<file path="config.mk">
export PLATFORM = sky130hd
export DESIGN_NAME = wifi_frame_classifier
export DESIGN_NICKNAME = d
export VERILOG_FILES = /design/src/wfc_pkg.sv /design/src/wfc_capture.sv /design/src/wfc_classify.sv /design/src/wifi_frame_classifier.sv
export SDC_FILE = /design/constraint.sdc
export NUM_CORES = 1
export LEC_CHECK = 0
export ABC_AREA = 1
export BUFFER_PORTS_ARGS = -buffer_cell sky130_fd_sc_hd__buf_4
export CORE_MARGIN = 4
export CORE_UTILIZATION = 50
export DETAILED_ROUTE_END_ITERATION = 16
export PLACE_DENSITY = 0.69
export SETUP_SLACK_MARGIN = 0.2
export SKIP_CTS_REPAIR_TIMING = 1
export SLEW_MARGIN = 20
export SYNTH_ARGS = -nofsm -noshare
export SYNTH_HDL_FRONTEND = slang
export SYNTH_SLANG_ARGS = --single-unit
</file>
<file path="constraint.sdc">
create_clock -name clock -period 20.4 [get_ports clock]
set_input_delay 4.08 -clock clock [delete_from_list [all_inputs] [get_ports clock]]
set_output_delay 4.08 -clock clock [all_outputs]
set_load 0.005 [all_outputs]
</file>
<file path="src/wfc_pkg.sv">
package wfc_pkg;

   // Frame length handling
   localparam int MAX_FRAME_BYTES = 4095;
   localparam int POS_W = $clog2(MAX_FRAME_BYTES + 1);
   localparam int LEN_W = 12;
   localparam int LEN_OUT_MAX = (1 << LEN_W) - 1;
   localparam int HDR_BASE = 24;
   localparam int WIN_LEN = 16;
   localparam int WIN_IDX_W = $clog2(WIN_LEN);

   // Statistics counters
   localparam int COUNTER_BITS = 32;
   localparam int TOTAL_W = 32;

   // Configuration port
   localparam int CSR_INDEX_W = 8;
   localparam int CSR_DATA_W = 1;
   localparam logic [CSR_INDEX_W-1:0] CSR_SNIFF_ENABLE = CSR_INDEX_W'(0);
   localparam logic [CSR_INDEX_W-1:0] CSR_SHOW_DATA_FRAMES = CSR_INDEX_W'(1);

   // Frame types from frame control bits 3..2
   localparam logic [1:0] FTYPE_MGMT = 2'd0;
   localparam logic [1:0] FTYPE_CTRL = 2'd1;
   localparam logic [1:0] FTYPE_DATA = 2'd2;
   localparam logic [1:0] FTYPE_RSVD = 2'd3;

   // Management subtypes
   localparam logic [3:0] SUB_PROBE_REQ = 4'h4;
   localparam logic [3:0] SUB_DISASSOC = 4'hA;
   localparam logic [3:0] SUB_DEAUTH = 4'hC;

   // LLC/SNAP and EAPOL ethertype bytes
   localparam logic [7:0] LLC_SNAP_BYTE = 8'hAA;
   localparam logic [7:0] LLC_UI_BYTE = 8'h03;
   localparam logic [7:0] ETYPE_HI_BYTE = 8'h88;
   localparam logic [7:0] ETYPE_LO_BYTE = 8'h8E;

   // Result classes
   localparam logic [2:0] CLASS_MGMT = 3'd0;
   localparam logic [2:0] CLASS_CTRL = 3'd1;
   localparam logic [2:0] CLASS_DATA = 3'd2;
   localparam logic [2:0] CLASS_RSVD = 3'd3;
   localparam logic [2:0] CLASS_EAPOL = 3'd4;
   localparam logic [2:0] CLASS_DEAUTH = 3'd5;
   localparam logic [2:0] CLASS_DISASSOC = 3'd6;
   localparam logic [2:0] CLASS_PROBE = 3'd7;

   typedef struct packed {
      logic [7:0]        rx_byte;
      logic              last_byte;
      logic [3:0]        rx_channel;
      logic signed [7:0] rx_rssi;
   } req_type;

   typedef struct packed {
      logic [2:0]         frame_class;
      logic               report;
      logic [3:0]         frame_channel;
      logic signed [7:0]  frame_rssi;
      logic [47:0]        source_addr;
      logic [47:0]        dest_addr;
      logic [47:0]        bssid_addr;
      logic [LEN_W-1:0]   frame_length;
      logic [TOTAL_W-1:0] type_total;
      logic [TOTAL_W-1:0] event_total;
   } rsp_type;

   // Captured frame handed from the byte capture to the classifier
   typedef struct packed {
      logic                         valid;
      logic [15:0]                  frame_control;
      logic [47:0]                  addr1;
      logic [47:0]                  addr2;
      logic [47:0]                  addr3;
      logic [WIN_LEN-1:0][7:0]      window;
      logic [3:0]                   channel;
      logic signed [7:0]            rssi;
      logic [POS_W-1:0]             length;
   } frame_type;

endpackage

</file>
<file path="src/wfc_capture.sv">
module wfc_capture (
   input  logic              clock,
   input  logic              reset,
   input  logic              accept,
   input  wfc_pkg::req_type  req,
   input  logic              sniff_enable,
   input  logic              take,
   output wfc_pkg::frame_type frame
);

   logic [wfc_pkg::POS_W-1:0]          pos_ff, pos_in;
   logic [wfc_pkg::POS_W-1:0]          len_now;
   logic [wfc_pkg::POS_W-1:0]          len_ff;
   logic                               end_valid_ff, end_valid_in;
   logic [15:0]                        fc_ff;
   logic [47:0]                        addr1_ff, addr2_ff, addr3_ff;
   logic [wfc_pkg::WIN_LEN-1:0][7:0]   win_ff;
   logic [3:0]                         chan_ff;
   logic signed [7:0]                  rssi_ff;
   logic [wfc_pkg::WIN_IDX_W-1:0]      win_off;
   logic                               frame_ok;

   // Count bytes, saturating at the maximum frame size
   always_comb begin
      if (pos_ff == wfc_pkg::POS_W'(wfc_pkg::MAX_FRAME_BYTES)) begin
         len_now = pos_ff;
      end else begin
         len_now = pos_ff + wfc_pkg::POS_W'(1);
      end
      pos_in = req.last_byte ? '0 : len_now;
      win_off = wfc_pkg::WIN_IDX_W'(pos_ff - wfc_pkg::POS_W'(wfc_pkg::HDR_BASE));
      frame_ok = req.last_byte && sniff_enable &&
                 (len_now >= wfc_pkg::POS_W'(wfc_pkg::HDR_BASE));
      end_valid_in = (end_valid_ff && !take) || (accept && frame_ok);
   end

   // Track position and pending frame end
   always_ff @(posedge clock) begin
      if (reset) begin
         pos_ff <= '0;
         end_valid_ff <= 1'b0;
      end else begin
         end_valid_ff <= end_valid_in;
         if (accept) begin
            pos_ff <= pos_in;
         end
      end
   end

   // Capture header fields and the payload window
   always_ff @(posedge clock) begin
      if (accept) begin
         if (req.last_byte) begin
            len_ff <= len_now;
         end
         if (pos_ff == '0) begin
            chan_ff <= req.rx_channel;
            rssi_ff <= req.rx_rssi;
            fc_ff[7:0] <= req.rx_byte;
         end else if (pos_ff == wfc_pkg::POS_W'(1)) begin
            fc_ff[15:8] <= req.rx_byte;
         end else if (pos_ff >= wfc_pkg::POS_W'(4) && pos_ff < wfc_pkg::POS_W'(10)) begin
            addr1_ff <= {addr1_ff[39:0], req.rx_byte};
         end else if (pos_ff >= wfc_pkg::POS_W'(10) && pos_ff < wfc_pkg::POS_W'(16)) begin
            addr2_ff <= {addr2_ff[39:0], req.rx_byte};
         end else if (pos_ff >= wfc_pkg::POS_W'(16) && pos_ff < wfc_pkg::POS_W'(22)) begin
            addr3_ff <= {addr3_ff[39:0], req.rx_byte};
         end else if (pos_ff >= wfc_pkg::POS_W'(wfc_pkg::HDR_BASE) &&
                      pos_ff < wfc_pkg::POS_W'(wfc_pkg::HDR_BASE + wfc_pkg::WIN_LEN)) begin
            win_ff[win_off] <= req.rx_byte;
         end
      end
   end

   assign frame.valid = end_valid_ff;
   assign frame.frame_control = fc_ff;
   assign frame.addr1 = addr1_ff;
   assign frame.addr2 = addr2_ff;
   assign frame.addr3 = addr3_ff;
   assign frame.window = win_ff;
   assign frame.channel = chan_ff;
   assign frame.rssi = rssi_ff;
   assign frame.length = len_ff;

endmodule

</file>
<file path="src/wfc_classify.sv">
module wfc_classify (
   input  logic               clock,
   input  logic               reset,
   input  wfc_pkg::frame_type frame,
   input  logic               show_data_frames,
   input  logic               rsp_ready,
   output logic               take,
   output logic               rsp_valid,
   output wfc_pkg::rsp_type   rsp
);

   localparam int CW = wfc_pkg::COUNTER_BITS;

   logic [CW-1:0]   cnt_mgmt_ff, cnt_ctrl_ff, cnt_data_ff;
   logic [CW-1:0]   cnt_eapol_ff, cnt_deauth_ff, cnt_probe_ff;
   logic            rsp_valid_ff, rsp_valid_in;
   wfc_pkg::rsp_type rsp_ff, rsp_in;

   logic [1:0]      ftype;
   logic [3:0]      sub;
   logic            qos, four_addr;
   logic [3:0]      hdr_extra;
   logic            long_enough;
   logic            m0, m2, m6, m8, pattern_hit;
   logic            is_eapol, is_deauth_dis, is_probe;
   logic [CW-1:0]   type_next, event_next;
   logic [2:0]      cls;

   // Check LLC/SNAP header and EAPOL ethertype at a fixed window offset
   function automatic logic snap_at(input logic [wfc_pkg::WIN_LEN-1:0][7:0] w,
                                    input logic [wfc_pkg::WIN_IDX_W-1:0] base);
      snap_at = (w[base] == wfc_pkg::LLC_SNAP_BYTE) &&
                (w[base + wfc_pkg::WIN_IDX_W'(1)] == wfc_pkg::LLC_SNAP_BYTE) &&
                (w[base + wfc_pkg::WIN_IDX_W'(2)] == wfc_pkg::LLC_UI_BYTE) &&
                (w[base + wfc_pkg::WIN_IDX_W'(6)] == wfc_pkg::ETYPE_HI_BYTE) &&
                (w[base + wfc_pkg::WIN_IDX_W'(7)] == wfc_pkg::ETYPE_LO_BYTE);
   endfunction

   assign take = frame.valid && (!rsp_valid_ff || rsp_ready);

   // Classify the captured frame
   always_comb begin
      ftype = frame.frame_control[3:2];
      sub = frame.frame_control[7:4];
      qos = sub[3];
      four_addr = (frame.frame_control[9:8] == 2'b11);
      hdr_extra = (qos ? 4'd2 : 4'd0) + (four_addr ? 4'd6 : 4'd0);
      long_enough = (32'(frame.length) >=
                     32'(wfc_pkg::HDR_BASE + 8) + 32'(hdr_extra));
      m0 = snap_at(frame.window, wfc_pkg::WIN_IDX_W'(0));
      m2 = snap_at(frame.window, wfc_pkg::WIN_IDX_W'(2));
      m6 = snap_at(frame.window, wfc_pkg::WIN_IDX_W'(6));
      m8 = snap_at(frame.window, wfc_pkg::WIN_IDX_W'(8));
      unique case ({four_addr, qos})
         2'b00: pattern_hit = m0;
         2'b01: pattern_hit = m2;
         2'b10: pattern_hit = m6;
         default: pattern_hit = m8;
      endcase
      is_eapol = (ftype == wfc_pkg::FTYPE_DATA) && long_enough && pattern_hit;
      is_deauth_dis = (ftype == wfc_pkg::FTYPE_MGMT) &&
                      (sub == wfc_pkg::SUB_DEAUTH || sub == wfc_pkg::SUB_DISASSOC);
      is_probe = (ftype == wfc_pkg::FTYPE_MGMT) && (sub == wfc_pkg::SUB_PROBE_REQ);

      unique case (ftype)
         wfc_pkg::FTYPE_MGMT: type_next = cnt_mgmt_ff + CW'(1);
         wfc_pkg::FTYPE_CTRL: type_next = cnt_ctrl_ff + CW'(1);
         wfc_pkg::FTYPE_DATA: type_next = cnt_data_ff + CW'(1);
         default: type_next = '0;
      endcase

      priority if (is_eapol) begin
         cls = wfc_pkg::CLASS_EAPOL;
         event_next = cnt_eapol_ff + CW'(1);
      end else if (is_deauth_dis) begin
         cls = (sub == wfc_pkg::SUB_DEAUTH) ? wfc_pkg::CLASS_DEAUTH
                                            : wfc_pkg::CLASS_DISASSOC;
         event_next = cnt_deauth_ff + CW'(1);
      end else if (is_probe) begin
         cls = wfc_pkg::CLASS_PROBE;
         event_next = cnt_probe_ff + CW'(1);
      end else begin
         unique case (ftype)
            wfc_pkg::FTYPE_MGMT: cls = wfc_pkg::CLASS_MGMT;
            wfc_pkg::FTYPE_CTRL: cls = wfc_pkg::CLASS_CTRL;
            wfc_pkg::FTYPE_DATA: cls = wfc_pkg::CLASS_DATA;
            default: cls = wfc_pkg::CLASS_RSVD;
         endcase
         event_next = '0;
      end

      rsp_in.frame_class = cls;
      rsp_in.report = is_eapol || is_deauth_dis || is_probe ||
                      (cls == wfc_pkg::CLASS_DATA && show_data_frames);
      rsp_in.frame_channel = frame.channel;
      rsp_in.frame_rssi = frame.rssi;
      rsp_in.source_addr = frame.addr2;
      rsp_in.dest_addr = frame.addr1;
      rsp_in.bssid_addr = frame.addr3;
      if (32'(frame.length) > 32'(wfc_pkg::LEN_OUT_MAX)) begin
         rsp_in.frame_length = wfc_pkg::LEN_W'(wfc_pkg::LEN_OUT_MAX);
      end else begin
         rsp_in.frame_length = wfc_pkg::LEN_W'(frame.length);
      end
      rsp_in.type_total = wfc_pkg::TOTAL_W'(type_next);
      rsp_in.event_total = wfc_pkg::TOTAL_W'(event_next);

      rsp_valid_in = take || (rsp_valid_ff && !rsp_ready);
   end

   // Advance counters on each classified frame
   always_ff @(posedge clock) begin
      if (reset) begin
         cnt_mgmt_ff <= '0;
         cnt_ctrl_ff <= '0;
         cnt_data_ff <= '0;
         cnt_eapol_ff <= '0;
         cnt_deauth_ff <= '0;
         cnt_probe_ff <= '0;
      end else if (take) begin
         unique case (ftype)
            wfc_pkg::FTYPE_MGMT: cnt_mgmt_ff <= type_next;
            wfc_pkg::FTYPE_CTRL: cnt_ctrl_ff <= type_next;
            wfc_pkg::FTYPE_DATA: cnt_data_ff <= type_next;
            default: ;
         endcase
         priority if (is_eapol) begin
            cnt_eapol_ff <= event_next;
         end else if (is_deauth_dis) begin
            cnt_deauth_ff <= event_next;
         end else if (is_probe) begin
            cnt_probe_ff <= event_next;
         end
      end
   end

   // Hold the result until it is taken
   always_ff @(posedge clock) begin
      if (reset) begin
         rsp_valid_ff <= 1'b0;
      end else begin
         rsp_valid_ff <= rsp_valid_in;
      end
      if (take) begin
         rsp_ff <= rsp_in;
      end
   end

   assign rsp_valid = rsp_valid_ff;
   assign rsp = rsp_ff;

endmodule

</file>
<file path="src/wifi_frame_classifier.sv">
// 802.11 receive-frame classifier. Frame bytes enter one per request on the
// req_ channel, in air order, with last_byte set on the final byte; channel
// and RSSI are taken from the first byte of each frame. One byte is accepted
// every cycle. A frame of at least 24 bytes that ends while sniffing is on
// gives one result on the rsp_ channel, with class (EAPOL, deauth, disassoc,
// probe request, or the plain type), report flag, addresses 1..3, length
// and the running 32-bit totals; shorter frames and frames ending with
// sniffing off give none. A finished result waits in the output register;
// byte intake stalls only when a frame end is pending behind a result that
// has not yet been taken. Registers on the csr_ port: index 0 sniff enable,
// index 1 show data frames; other indexes are ignored. Write them only while
// no frame end is in flight.
module wifi_frame_classifier (
   input  logic                             clock,
   input  logic                             reset,
   input  logic                             req_valid,
   output logic                             req_ready,
   input  wfc_pkg::req_type                 req,
   output logic                             rsp_valid,
   input  logic                             rsp_ready,
   output wfc_pkg::rsp_type                 rsp,
   input  logic                             csr_valid,
   output logic                             csr_ready,
   input  logic [wfc_pkg::CSR_INDEX_W-1:0]  csr_index,
   input  logic [wfc_pkg::CSR_DATA_W-1:0]   csr_data
);

   logic               sniff_enable_ff;
   logic               show_data_ff;
   logic               accept;
   logic               take;
   wfc_pkg::frame_type frame;

   // Stall intake only while a frame end cannot move to the output
   assign req_ready = !frame.valid || take;
   assign accept = req_valid && req_ready;
   assign csr_ready = 1'b1;

   // Write configuration registers
   always_ff @(posedge clock) begin
      if (reset) begin
         sniff_enable_ff <= 1'b0;
         show_data_ff <= 1'b0;
      end else if (csr_valid) begin
         if (csr_index == wfc_pkg::CSR_SNIFF_ENABLE) begin
            sniff_enable_ff <= csr_data[0];
         end else if (csr_index == wfc_pkg::CSR_SHOW_DATA_FRAMES) begin
            show_data_ff <= csr_data[0];
         end
      end
   end

   wfc_capture u_capture (
      .clock        (clock),
      .reset        (reset),
      .accept       (accept),
      .req          (req),
      .sniff_enable (sniff_enable_ff),
      .take         (take),
      .frame        (frame)
   );

   wfc_classify u_classify (
      .clock            (clock),
      .reset            (reset),
      .frame            (frame),
      .show_data_frames (show_data_ff),
      .rsp_ready        (rsp_ready),
      .take             (take),
      .rsp_valid        (rsp_valid),
      .rsp              (rsp)
   );

endmodule
</file>
==> flow_summary.ini, run 1 <==
[clock_network]
clkLatencyLatePin_ps = 630
cts.sinks = 732
htree_levels = 3
root_buffer = clkbuf_16
cts_max_path_buffers = 3
cts_tree = yes
cts.clk_slew.worst_paths_ps = 60
cts_made_buffers = 77

[sta]
fmax_ghz = 0.116
maxSlewViolCount = 0
fin_skew_ps = 25.0
period_minus_slack_ps = 8590
fin_crit_sh_pct = 42.1
setup_slack_ps = 11810
setup_viol = 0
worst_pin_slew_ps = 979
relSlewSlack_pct = 34.7
finalHoldViolations = 0
rsz0062_at_grt = false
setup_tns_ps = 0

[setup_path]
end_kind = primary output
r2r_slack_ps = 16200
crit_family = buffers and inverters
slowest_stage = buf_4
crit_path_frequent_cell = buf_4
cp.arrival_ps = 4510
worstRegToRegCells = 14
crit_path_max_fanout = 3
required_ps = 16320
cp_num_buf_inv = 3
r2r_start = u_capture.fc_ff[7]
start_kind = input pin
critPathKind = in -> out
rr_endpoint = u_classify.cnt_eapol_ff[30]
slowest_delay_ps = 160
cp_cell_sequence = buf_4 -> inv_1 -> nand3_1 -> buf_4

[detailed_routing]
vias_per_cell = 5.30
first_pass_iters = 5
route.detailed.drc = 0
ant_nets = 0
post_drt_wl_per_cell_um = 18.8
totalWireLength_um = 77100
first_iter_violations = 1982
vias = 21700

[global_route]
grt-ovfl-total = 0
grt_start_max_net_pins = 112
antenna_found_initial = 2
grt_pass1_vias = 20500
grt_usage_pct = 23.7
grt_first_pass_wirelength_um = 119000

[synth]
synth_area_mm2 = 0.0302
ys_types = 50
ys_top_cells_by_area = edfxtp_1 (52%), dfxtp_1 (14%), nand2_1 (8.5%), nor2_1 (5.3%), inv_1 (3.7%)
yosys.area.top_type = edfxtp_1
ys_warn_count = 0
seq_area_frac_synth_pct = 66.0
synth_top_area_share_pct = 52.2
synth_seq_cells = 732
synthesis.nets = 3039
synth_cells = 2989
synth_area_per_cell_um2 = 10.1

[power]
powerDensity_mw_per_mm2 = 87.2
irDropWorstVdd_v = 0.0000723
finalPower_mw = 3.10
leakage_nw = 13.9

[min_path]
hold_class = reg -> reg
worstHoldStart = u_capture.addr2_ff[46]
hold_depth = 0
hold_end = u_classify.rsp[218]

[placed_design]
gp_congestion = 0.964
dp_hpwl_um = 53300
portBuffers = 272
place_ws_ps = 11820

[floorplan]
row_count = 89
die_h_um = 254
initial_utilization_pct = 50.8
core_mm2 = 0.0594
die-area_mm2 = 0.0643
pin_count = 274
die_w_um = 254

[flow_run]
cap_violations = 0

[cells_and_area]
nets = 3310
num_antenna_cells = 0
area_growth_pct = 17.8
nFillCells = 4832
multi_input_area_mm2 = 0.00867
final_common_cell = nand2_1
final_cell_mix = nand2_1 (684), edfxtp_1 (524), nor2_1 (423)
seq_area_mm2 = 0.0199
drive_gt1_share_pct = 15.3
utilization_pct = 59.8

[status]
status = complete, no violations
-- Yosys cell counts, drive strengths merged --
library cell	instances
nor3	47
a211oi	1
o22ai	2
mux2i	1
nand2	701
o21ai	221
ha	15
a21oi	145
o211ai	2
nand3	169
a32oi	1
edfxtp	524
nor3b	3
conb	1
dfxtp	208
nor2	452
clkbuf	49
nor4	3
or2	5
o21bai	1
clkinv	2
buf	48
and2	2
xor2	30
a31oi	1
a2111oi	1
nand4	30
inv	298
nand3b	16
a22o	1
o311ai	1
nor4b	1
xnor2	7
-- stage by stage --
step	hold slack, ps	cell area [µm²]	std cells
2_1_floorplan	400	30200	2989
3_3_place_gp	400	32800	3951
3_5_place_dp	405	32900	3953
4_1_cts	418	35500	4097
5_1_grt	424	35500	4098
6_report	418	35500	4098
-- cell type report --
cell class	count	share of cell area [%]
clock buffers	100	5.87
clock inverters	44	1.50
inverters	300	3.20
multi-input cells	1860	24.4
flip-flops and latches	732	56.0
well taps	773	2.72
repair buffers	289	6.26
-- power by group --
part	switching (mW)	internal, mW	leakage [nW]
Sequential	0.00181	1.58	6.50
Combinational	0.0684	0.0235	6.13
Clock	0.592	0.826	1.25
Total	0.662	2.43	13.9
-- layer usage --
layer  part of all wire, %  GRT usage [%]
met1                    44           34.6
met4                   1.9           5.17
met5                     0              0
met2                    46           37.4
met3                   7.7           4.34
-- worst max-delay path by stage --
| stage | startpoint | endpoint | depth (start not counted) |
|---|---|---|---|
| floorplan | rsp_ready | u_classify.cnt_eapol_ff[23] | 10 |
| global placement | rsp_ready | req_ready | 4 |
| detailed placement | rsp_ready | req_ready | 4 |
| CTS | rsp_ready | req_ready | 4 |
| global route | rsp_ready | req_ready | 4 |
| finish | rsp_ready | req_ready | 4 |
-- state kept, by name (all words and copies together), names as in the netlist --
name and flops:
u_capture.addr2_ff 48, u_capture.fc_ff 8, u_capture.addr3_ff 48, u_classify.cnt_data_ff 32
u_capture.pos_ff 12, u_classify.rsp_valid 1, show_data_ff 1, u_capture.addr1_ff 48
u_capture.end_valid_ff 1, sniff_enable_ff 1, u_capture.len_ff 12, u_classify.rsp 236
u_classify.cnt_ctrl_ff 32, u_capture.rssi_ff 8, u_classify.cnt_mgmt_ff 32, u_capture.chan_ff 4
u_classify.cnt_probe_ff 32, u_classify.cnt_eapol_ff 32, u_capture.frame 112, u_classify.cnt_deauth_ff 32
-- logic make-up (layout without fill, tap and decap cells) --
| logic type | count (synthesis) | in the layout | share of synthesized area [%] |
|---|---|---|---|
| simple gates | 1429 | 1429 | 20.2 |
| buf+inv | 397 | 733 | 5.39 |
| fa+ha+maj | 15 | 15 | 0.622 |
| compound gates | 377 | 377 | 6.64 |
| other cells | 1 | 1 | 0.0124 |
| flops | 732 | 732 | 66.0 |
| xor+xnor | 37 | 37 | 1.07 |
| mux | 1 | 1 | 0.0332 |
Power figures use the tool's default switching activity.
==> inputs of run 2 (changes only) <==
==> constraint.sdc (replaced) <==
create_clock -name clock -period 8.3 [get_ports clock]
set_input_delay 1.66 -clock clock [delete_from_list [all_inputs] [get_ports clock]]
set_output_delay 1.66 -clock clock [all_outputs]
set_load 0.005 [all_outputs]
==> run 2 against run 1 <==
Net effect: worst hold slack barely moved; highest routed layer unchanged; critical path type is now in -> reg; sequential share of layout area barely moved; largest cell class unchanged; total power rose by 150%; clock-buffer cell count fell by 12; clock skew rose by 19 ps; routed wire length barely moved.
==> flow_summary.ini, run 2 (synthesis gave the netlist of run 1 again) <==
[placed_design]
place_ws_ps = 3090
placed_area_mm2 = 0.0329
dp_hpwl_um = 53100
portBuffers = 272
gp_congestion = 0.954
dp.cells = 3953

[sta]
period_minus_slack_ps = 4600
finalHoldViolations = 0
relSlewSlack_pct = 26.0
maxSlewViolCount = 0
fin_skew_ps = 44.0
fmax_ghz = 0.217
setup_slack_ps = 3700
worst_pin_slew_ps = 1100
rsz0062_at_grt = false
fin_crit_sh_pct = 55.4
holdWs_ps = 418
setup_tns_ps = 0
setup_viol = 0

[detailed_routing]
post_drt_wl_per_cell_um = 18.8
first_pass_iters = 6
vias_per_cell = 5.36
ant_nets = 0
route.detailed.drc = 0
first_iter_violations = 2255
vias = 22000
totalWireLength_um = 77000

[flow_run]
cap_violations = 0

[clock_network]
clkLatencyLatePin_ps = 630
cts.clk_slew.worst_paths_ps = 60
cts_max_path_buffers = 3
root_buffer = clkbuf_16
cts_made_buffers = 76
cts.sinks = 732
cts_tree = yes
htree_levels = 3

[power]
leakage_nw = 13.9
finalPower_mw = 7.64
power.internal_mw = 6.00
swShare_pct = 21.4
power_switching_mw = 1.64
power_frac_comb_pct = 3.0
powerDensity_mw_per_mm2 = 215
irDropWorstVdd_v = 0.000198
pwr-share-seq_pct = 51.1
clkPwrFrac_pct = 45.9

[cells_and_area]
final-instance-count-excl-fill = 4094
drive_gt1_share_pct = 15.4
num_antenna_cells = 0
utilization_pct = 59.9
final_common_cell = nand2_1
final_cell_mix = nand2_1 (684), edfxtp_1 (524), nor2_1 (423)
finalInstanceArea_mm2 = 0.0355
nets = 3310
largest_reg_flops = 236
area_growth_pct = 17.9
nFillCells = 4811

[global_route]
use_met2_pct = 37.1
grt-ovfl-total = 0
grt_first_pass_wirelength_um = 118000
grt_usage_pct = 23.6
top_usage_layer = met2
grt_pass1_vias = 20700
grtUsageMet3_pct = 4.47
antenna_found_initial = 1
grt_start_max_net_pins = 110
grt_util_met1_pct = 33.9

[setup_path]
required_ps = 8840
start_kind = input pin
cp.arrival_ps = 5140
crit_path_max_fanout = 105
r2r_start = u_capture.fc_ff[7]
end_kind = register
worstSetupStartpoint = rsp_ready
critPathKind = in -> reg

[floorplan]
core_mm2 = 0.0594
row_count = 89
die_w_um = 254
die_h_um = 254
initial_utilization_pct = 50.8
pin_count = 274
die-area_mm2 = 0.0643

[min_path]
hold_class = reg -> reg
worstHoldStart = u_capture.addr1_ff[43]

[status]
status = complete, no violations
## run 2: layout make-up
| class | instances | area [µm²] | share of cell area [%] |
|---|---|---|---|
| Inverter | 300 | 1140 | 3.20 |
| Sequential cell | 732 | 19900 | 56.0 |
| Tap cell | 773 | 967 | 2.72 |
| Clock buffer | 88 | 1970 | 5.53 |
| Multi-Input combinational cell | 1860 | 8670 | 24.4 |
| Timing Repair Buffer | 290 | 2240 | 6.29 |
| Clock inverter | 51 | 664 | 1.87 |
## run 2: worst paths after layout
check	to	slack [ps]	depth (start not counted)
worst min register to register	u_classify.rsp[167]	420	0
worst min-delay path	u_classify.rsp[167]	420	0
worst max-delay path	u_classify.cnt_eapol_ff[8]	3700	9
worst max register to register	u_classify.cnt_deauth_ff[22]	3940	15
## run 2: metal layers
metal,part of all wire [%],wire [µm]
met4,2.1,1600
met1,44,33600
met5,0,0
met2,46,35500
met3,8.2,6320
## run 2: worst max-delay path, stage by stage
cell and delay (ps):
buf_4 80, inv_1 40, nand2_1 70, nand2_1 410
inv_8 750, nand3_2 750, inv_1 960, o21ai_0 210
nor2_1 170
## run 2: power groups by stage
stage | clock, mW | sequential (mW) | combinational (mW)
3_5_place_dp | 0 | 3.98 | 0.226
4_1_cts | 3.57 | 3.90 | 0.228
5_1_grt | 3.72 | 3.90 | 0.250
6_report | 3.51 | 3.90 | 0.228
2_1_floorplan | 0 | 3.98 | 0.152
3_3_place_gp | 0 | 3.98 | 0.222
